`src/rtl/core/utfd_pkg.sv`:
```
`default_nettype none
package utfd_pkg;

  localparam int CP_W   = 31;
  localparam int BYTE_W = 8;
  localparam int REM_W  = 3;

  // result queue between the decoder and the output side
  localparam int QDEPTH = 4;
  localparam int QPTR_W = $clog2(QDEPTH);
  localparam int QCNT_W = $clog2(QDEPTH + 1);

  localparam logic [BYTE_W-1:0] CONT_MASK  = 8'hC0;
  localparam logic [BYTE_W-1:0] CONT_TAG   = 8'h80;
  localparam logic [BYTE_W-1:0] CONT_BITS  = 8'h3F;

  typedef struct packed {
    logic [CP_W-1:0] code_point;
    logic            last_of_run;
  } result_t;

  typedef struct packed {
    logic [CP_W-1:0]  acc;
    logic [REM_W-1:0] rem;
    logic             pend;
  } dec_state_t;

  typedef struct packed {
    dec_state_t nxt;
    logic [1:0] n;
    result_t    res0;
    result_t    res1;
  } step_t;

endpackage
`default_nettype wire

```
`src/rtl/core/utfd_step.sv`:
```
`default_nettype none
module utfd_step (
  input  wire logic [utfd_pkg::BYTE_W-1:0] byte_in,
  input  wire utfd_pkg::dec_state_t        cur,
  output utfd_pkg::step_t                  step
);
  import utfd_pkg::*;

  logic            is_cont;
  logic [CP_W-1:0] acc_shift;
  logic [REM_W-1:0] rem_dec;
  logic            byte_emit;
  logic            lead;
  logic [CP_W-1:0] lead_payload;
  logic [REM_W-1:0] lead_count;
  logic [CP_W-1:0] byte_val;

  assign is_cont   = (byte_in & CONT_MASK) == CONT_TAG;
  assign acc_shift = {cur.acc[CP_W-7:0], byte_in[5:0] & CONT_BITS[5:0]};
  assign rem_dec   = cur.rem - REM_W'(1);
  assign byte_val  = CP_W'(byte_in);

  always_comb begin
    lead         = 1'b0;
    byte_emit    = 1'b0;
    lead_payload = '0;
    lead_count   = '0;
    casez (byte_in)
      8'b0???????: byte_emit = (byte_in != '0);
      8'b10??????: byte_emit = 1'b1;
      8'b110?????: begin
        lead = 1'b1; lead_payload = CP_W'(byte_in[4:0]); lead_count = REM_W'(1);
      end
      8'b1110????: begin
        lead = 1'b1; lead_payload = CP_W'(byte_in[3:0]); lead_count = REM_W'(2);
      end
      8'b11110???: begin
        lead = 1'b1; lead_payload = CP_W'(byte_in[2:0]); lead_count = REM_W'(3);
      end
      8'b111110??: begin
        lead = 1'b1; lead_payload = CP_W'(byte_in[1:0]); lead_count = REM_W'(4);
      end
      8'b1111110?: begin
        lead = 1'b1; lead_payload = CP_W'(byte_in[0]); lead_count = REM_W'(5);
      end
      default: byte_emit = 1'b1;  // 0xFE, 0xFF pass through
    endcase
  end

  always_comb begin
    step = '0;
    if (cur.pend && is_cont) begin
      if (rem_dec == '0) begin
        step.nxt  = '0;
        step.n    = 2'd1;
        step.res0 = '{code_point: acc_shift, last_of_run: 1'b1};
      end else begin
        step.nxt.acc  = acc_shift;
        step.nxt.rem  = rem_dec;
        step.nxt.pend = 1'b1;
      end
    end else begin
      // state after a cut-short flush is idle; a lead byte reopens it
      if (lead) begin
        step.nxt.acc  = lead_payload;
        step.nxt.rem  = lead_count;
        step.nxt.pend = 1'b1;
      end
      if (cur.pend && byte_emit) begin
        step.n    = 2'd2;
        step.res0 = '{code_point: cur.acc, last_of_run: 1'b0};
        step.res1 = '{code_point: byte_val, last_of_run: 1'b1};
      end else if (cur.pend) begin
        step.n    = 2'd1;
        step.res0 = '{code_point: cur.acc, last_of_run: 1'b1};
      end else if (byte_emit) begin
        step.n    = 2'd1;
        step.res0 = '{code_point: byte_val, last_of_run: 1'b1};
      end
    end
  end

endmodule
`default_nettype wire

```
`src/rtl/core/utf8_stream_decoder_unit.sv`:
```
`default_nettype none
// channel   dir  signals                      payload
// s_*       in   s_tvalid s_tready s_tdata    byte_in
// m_*       out  m_tvalid m_tready m_tdata    code_point, last_of_run on m_tlast
//
// One byte is taken per cycle while s_tready is high; the decode step is
// combinational into a four-entry result queue, which also holds the output
// word shown on m_*. A byte that cuts a sequence short can yield two results,
// so the output side drains at one result per cycle while m_tready is high and the queue absorbs the extra entry.
// s_tready is high while the queue has room for two results.
// Reset (rst, synchronous) empties the queue and closes any open sequence.
module utf8_stream_decoder_unit (
  input  wire logic        clk,
  input  wire logic        rst,
  input  wire logic        s_tvalid,
  output logic             s_tready,
  input  wire logic [7:0]  s_tdata,   // [7:0] byte_in
  output logic             m_tvalid,
  input  wire logic        m_tready,
  output logic [31:0]      m_tdata,   // [30:0] code_point, [31] zero
  output logic             m_tlast    // last_of_run
);
  import utfd_pkg::*;

  dec_state_t         st;
  step_t              step;
  result_t            q [QDEPTH];
  logic [QPTR_W-1:0]  wr;
  logic [QPTR_W-1:0]  rd;
  logic [QCNT_W-1:0]  count;
  logic [QCNT_W-1:0]  count_next;
  logic [QCNT_W-1:0]  push;
  logic               s_acc;
  logic               pop;

  utfd_step u_step (
    .byte_in (s_tdata[BYTE_W-1:0]),
    .cur     (st),
    .step    (step)
  );

  assign s_tready = count <= QCNT_W'(QDEPTH - 2);
  assign s_acc    = s_tvalid && s_tready;
  assign m_tvalid = count != '0;
  assign pop      = m_tvalid && m_tready;
  assign push     = s_acc ? QCNT_W'(step.n) : '0;
  assign count_next = count + push - QCNT_W'(pop);

  assign m_tdata = {1'b0, q[rd].code_point};
  assign m_tlast = q[rd].last_of_run;

  always_ff @(posedge clk) begin
    if (rst) begin
      st    <= '0;
      wr    <= '0;
      rd    <= '0;
      count <= '0;
    end else begin
      if (s_acc) begin
        st <= step.nxt;
        wr <= wr + QPTR_W'(step.n);
      end
      if (pop) begin
        rd <= rd + QPTR_W'(1);
      end
      count <= count_next;
    end
  end

  // payload entries, no reset
  always_ff @(posedge clk) begin
    if (s_acc && step.n != 2'd0) begin
      q[wr] <= step.res0;
    end
    if (s_acc && step.n == 2'd2) begin
      q[wr + QPTR_W'(1)] <= step.res1;
    end
  end

  a_count_bound: assert property (@(posedge clk) disable iff (rst)
    count <= QCNT_W'(QDEPTH))
    else $error("result queue overfilled");

  a_open_has_rem: assert property (@(posedge clk) disable iff (rst)
    st.pend |-> st.rem != '0)
    else $error("open sequence with no bytes remaining");

  a_pair_last: assert property (@(posedge clk) disable iff (rst)
    (s_acc && step.n == 2'd2) |-> (!step.res0.last_of_run && step.res1.last_of_run))
    else $error("last flag misplaced on a two-result request");

  a_quiet_step: assert property (@(posedge clk) disable iff (rst)
    (s_acc && step.n == 2'd0 && !pop) |=> $stable(count))
    else $error("queue changed on a request with no result");

endmodule
`default_nettype wire
```
`config.mk`:
```
export PLATFORM = sky130hd
export DESIGN_NAME = utf8_stream_decoder_unit
export DESIGN_NICKNAME = d
export VERILOG_FILES = /design/src/rtl/core/utfd_pkg.sv /design/src/rtl/core/utfd_step.sv /design/src/rtl/core/utf8_stream_decoder_unit.sv
export SDC_FILE = /design/constraint.sdc
export NUM_CORES = 1
export LEC_CHECK = 0
export BUFFER_PORTS_ARGS = -buffer_cell sky130_fd_sc_hd__buf_2
export CAP_MARGIN = 30
export CORE_MARGIN = 3
export CORE_UTILIZATION = 46
export CTS_BUF_LIST = sky130_fd_sc_hd__clkbuf_2
export DETAILED_ROUTE_END_ITERATION = 8
export HOLD_SLACK_MARGIN = 0.12
export PLACE_DENSITY = 0.6
export SETUP_SLACK_MARGIN = 0.3
export SLEW_MARGIN = 25
export SYNTH_ARGS = -nofsm -noshare
export SYNTH_HDL_FRONTEND = slang
export SYNTH_HIERARCHICAL = 1
export SYNTH_SLANG_ARGS = --single-unit
```
`constraint.sdc`:
```
create_clock -name clk -period 6.11 [get_ports clk]
set_input_delay 0.611 -clock clk [delete_from_list [all_inputs] [get_ports clk]]
set_output_delay 0.611 -clock clk [all_outputs]
set_load 0.02 [all_outputs]
```
==> Yosys cells after proc, flatten, opt, wreduce, memory -nomap -nowiden <==
Memories as Yosys holds them, arrays and structs flattened. A register that Yosys moved wholly into a read port is not among the register bits.
Cells that the tools add are included.
{ "op_classes": {"eq_ne": 7, "bitwise": 1, "order_cmp": 1, "addsub": 6, "n_reduce_logical": 11, "n_mux": 20} }
{ "op_table": {"columns": ["op", "n"], "rows": [
  ["2-to-1 mux 33 bit", 3],
  ["2-to-1 mux 69 bit", 1],
  ["2-to-1 mux 35 bit", 1],
  ["2-to-1 mux 34 bit", 1],
  ["2-to-1 mux 32 bit", 1],
  ["case mux 5 bit (5 select lines)", 1],
  ["2-to-1 mux 9 bit", 2],
  ["case mux 3 bit (5 select lines)", 1],
  ["nonzero test 8 bit", 1],
  ["equality test 7 bit (second input constant)", 1],
  ["equality test 6 bit (second input constant)", 1],
  ["logical AND 1 bit", 6],
  ["2-to-1 mux 2 bit", 3],
  ["equality test 5 bit (second input constant)", 1],
  ["2-to-1 mux 1 bit", 5],
  ["OR reduction 5 bit", 1],
  ["adder 2 x 1 -> 2 bit (second input constant)", 2],
  ["equality test 2 bit (second input constant)", 2],
  ["equality test 4 bit (second input constant)", 1],
  ["adder 3 x 2 -> 3 bit", 1],
  ["equality test 3 bit (second input constant)", 1],
  ["less-or-equal comparator 3 x 2 -> 1 bit (second input constant)", 1],
  ["zero test 3 bit", 1],
  ["nonzero test 3 bit", 1],
  ["other kinds (6)", 6]
]} }
{ "totals": {"output_inout_bits": 35, "elab_cells": 53, "ramBits": 128, "inputBits": 12, "register_bits": 42, "n_memories": 1} }
{ "mem_list": {"columns": ["name", "words", "width", "rd", "rd_clocked_by_memory_dff", "write_ports", "line_no", "source"], "rows": [
  ["q", 4, 32, 1, 1, 2, "utf8_stream_decoder_unit.sv:27", "result_t q [QDEPTH];"]
]} }

==> Depth between registers and ports, before layout <==
{ "logic_depth": {"ltp_word": 11, "ltp_mapped": 17} }

==> By module <==
Netlist, hierarchy kept.
{ "by_module_without_submodules": {"columns": ["module", "area_each_um2", "cells_per_inst", "seq_area_each_um2", "n_inst"], "rows": [
  ["utf8_stream_decoder_unit", 8087.8, 534, 4724.5, 1],
  ["utfd_step", 1082.3, 146, 0.0, 1]
]} }

==> Worst setup path before layout <==
Ideal clock, no wire load.
{ "synth_path": {"path_type": "input to register", "startpoint": "in s_tdata[5]", "endpoint": "mem q[1][0] (netlist name) (enable)", "required_ns": 5.640, "slack_ns": 1.270, "arrival_time_ns": 4.370, "n_path_buf": 2, "path_stages": 9, "path_cell_list": "clkbuf_2 and3_4 a31oi_4 a21oi_1 ha_1 a21o_1 buf_4 nand2b_1 a211oi_1"} }
{ "synth_rtl": {"columns": ["element", "line_no", "source"], "rows": [
  ["start, declared", "utf8_stream_decoder_unit.sv:17", "input wire logic [7:0] s_tdata,"],
  ["end, declared", "utf8_stream_decoder_unit.sv:27", null]
]} }

==> Implementation_results.wiki <==
{| class="wikitable"
! Metric !! Value
|-
| Final setup violation count || 0
|-
| Clock sink count || approximately 170
|-
| Vertical extent of the die || between 100 and 150 um
|-
| # nets final || around 730
|-
| Unique cell type count in the Yosys netlist || 55
|-
| Least-Margin Pin Slew || about 0.9 ns
|-
| Average wire length per cell after detail routing || 21.5 um
|-
| Number of storage elements in the synthesis netlist || ~170
|-
| Register-to-Register Setup Slack || ~2.0 ns
|-
| Register cell area after layout || ~4700 um^2
|-
| Die boundary width || 147 um
|-
| Top flip-flop cell by instance count after synthesis || edfxtp_1
|-
| Avg Synthesized Cell Area || ~13 um^2
|-
| Clock skew || about 0.035 ns
|-
| Cells after synthesis || between 600 and 700
|-
| Clock latency at the later pin of the worst-skew pair || 0.74 ns
|-
| PnR worst setup slack || between 2 and 2.5 ns
|-
| Normalized max-slew margin || 0.417
|-
| Total CTS buffers || 17
|-
| Path type of the worst setup path || reg2reg
|-
| Most common cell after layout, fill and taps aside || edfxtp_1
|-
| Post-DRT Antenna Nets || 0
|-
| DRC violation count after routing || 0
|-
| CP Capture Type || flip-flop
|-
| RSZ-0062 raised after global routing || false
|-
| Input/output buffers || 45
|-
| Maximum number of pins on one net before global-route repair || 46
|-
| Maximum clock frequency || about 0.24 GHz
|-
| Most frequent cells in the layout || 128 x edfxtp_1, 98 x mux2_2, 45 x buf_2, 43 x dfxtp_1, 41 x a21oi_1
|-
| Number of enable-type register cells in the synthesized netlist || between 100 and 150
|-
| Starting DRT DRC Count || between 400 and 500
|-
| Max-cap violations || 0
|-
| Fraction of layout instances using a drive strength above 1 || 0.371
|-
| Portion of the post-synthesis area used by sequential elements || 0.515
|-
| Pwr/cell area || about 290 nW/um^2
|-
| Area of the multi-input gates || 4110 um^2
|-
| Path category of the worst min-delay check || in2reg
|-
| Minimum clock period || approximately 4 ns
|-
| Final setup TNS || 0 ns
|-
| Worst Path Required || 6.63 ns
|-
| CTS hold repair buffers || 0
|-
| Count of vias placed by the detailed router || 5,666
|-
| Clock transition at the register clock pins on the worst setup and hold paths after CTS || 0.24 ns
|-
| H-tree level count || 4
|-
| Core area || slightly below 20,000 um^2
|-
| Async set or reset register ratio after synthesis || 0
|-
| Final number of max-transition violations || 0
|-
| Setup fix buffers added after clock tree synthesis || 0
|-
| Final core utilization || 0.501
|-
| Initial cell density of the core || 0.470
|-
| Max IR drop VDD || between 0.0002 and 0.00025 V
|-
| Placement Setup Slack || 1.83 ns
|-
| Detail-routed via count per cell || roughly 5.8
|-
| Post-cts gate resize count || 0
|-
| Initial antenna violation count || 1
|-
| Routability-driven placement congestion ratio || roughly 0.85
|-
| Site row count || 51
|-
| IO Pins || 47
|-
| Total wirelength of the detailed-routed design || ~21 mm
|-
| Post-synthesis instance area || a little over 9000 um^2
|-
| CTS tree || built
|-
| Crit share post-route || 0.672
|-
| Final HPWL from detailed placement || roughly 13 mm
|-
| Number of detailed-route iterations in the first pass || 5
|-
| Maximum number of buffers from clock root to sink || 2
|-
| Number of placed instances, taps included || about 950
|-
| WP data arrival || 4.62 ns
|-
| Final Instance Count excl. Fillers || slightly below 1,000
|-
| Via count of the first global-routing pass || roughly 5,900
|-
| Static leakage || ~3.6 nW
|-
| Worst Path Max Fanout || 26
|-
| CP Launch Type || flip-flop
|-
| Area growth from synthesis to layout || 6.64%
|-
| Outcome || complete, no violations
|-
| Fill cells || between 1,500 and 2,000
|-
| CTS root buf || clkbuf_2
|-
| Hold Vio Cnt, Final || 0
|-
| First-pass GRT wire length || approximately 33 mm
|-
| Overall overflow remaining after global route || 0
|-
| Area post-placement || ~9600 um^2
|-
| Die ar. || around 22,000 um^2
|-
| Post-route cell area || roughly 9800 um^2
|-
| Overall global routing resource usage || 0.201
|-
| Count of warnings emitted by yosys || 6
|}
-- cells in the mapped netlist (all sizes together) (2+ instances only) --
library cell / number / area, um^2
inv: 10 / 37.5
o21a: 4 / 31.3
a211oi: 2 / 15.0
a22o: 29 / 254
ha: 8 / 100
a221o: 2 / 20.0
o21ai: 38 / 190
buf: 56 / 363
edfxtp: 128 / 3840
nor2b: 3 / 18.8
clkbuf: 20 / 76.3
nor4: 2 / 12.5
nor2: 12 / 52.6
a21oi: 44 / 224
or3: 3 / 18.8
dfxtp: 44 / 881
o2bb2ai: 2 / 17.5
nand4: 3 / 18.8
a21o: 2 / 15.0
mux4: 32 / 721
xor2: 2 / 17.5
mux2: 128 / 1550
xnor2: 4 / 35.0
conb: 2 / 7.51
nand3: 39 / 195
a21boi: 2 / 15.0
nand2: 7 / 28.8
and2: 31 / 194
and3: 8 / 55.1
-- sequential cells by signal (all words and copies together), names as in the netlist, named ones only --
name   count
count      3
st        35
wr         2
q        128
rd         2
-- final cells by class --
| cell class | count | share of cell area |
|---|---|---|
| clock buffers | 17 | 0.00870 |
| inverters | 10 | 0.00384 |
| multi-input cells | 444 | 0.420 |
| well taps | 265 | 0.0339 |
| flip-flops and latches | 172 | 0.483 |
| diodes | 1 | 0.000256 |
| clock inverters | 14 | 0.0124 |
| repair buffers | 62 | 0.0376 |
-- logic make-up after synthesis --
group	share of synthesized area
AOI/OAI and AO/OA	0.0946
xor gates and xnor gates	0.00573
adders and majority gates	0.0131
buffers and inverters	0.0520
DFF	0.515
muxes	0.248
other	0.000819
and+or+nand+nor	0.0705
-- critical path, stage by stage (launching register included) --
cell      delay [ns]
dfxtp_1         0.39
inv_1           0.07
ha_1            0.20
xnor2_1         0.35
nand2_1         0.22
nor2_4          0.60
a21o_1          0.33
nand2b_1        0.28
or4_2           0.58
buf_4           0.48
mux2_2          0.38
-- through the flow --
stage	hold WS, ns	power, W
final	0.278	0.00283
after detailed placement	0.470	0.00231
after CTS	0.197	0.00286
after global routing	0.195	0.00298
after floorplan	0.454	0.00206
after global placement	0.459	0.00230
-- worst paths after layout --
check,start,endpoint,cells past startpoint
worst max register to register,st[1]$_SDFFE_PP0N_,q[0][0]$_DFFE_PP_,10
worst min-delay path,s_tdata[1],st[5]$_SDFFE_PP0N_,4
worst max-delay path,st[1]$_SDFFE_PP0N_,q[0][0]$_DFFE_PP_,10
worst min register to register,st[34]$_SDFFE_PP0N_,st[34]$_SDFFE_PP0N_,2
-- where the power goes --
group | switching [W] | internal, W
Combinational | 0.000543 | 0.000340
Sequential | 0.0000363 | 0.00136
Clock | 0.000407 | 0.000147
-- per-layer routing --
| layer | GRT usage | vias to the layer above | wire, um |
|---|---|---|---|
| met2 | 0.337 | 174 | 10400 |
| met5 | 0 | - | 0 |
| met3 | 0.0438 | 28 | 1140 |
| li1 | - | 2619 | - |
| met4 | 0.0648 | 0 | 343 |
| met1 | 0.262 | 2845 | 9250 |
No activity file was read; power rests on OpenSTA's default activity.
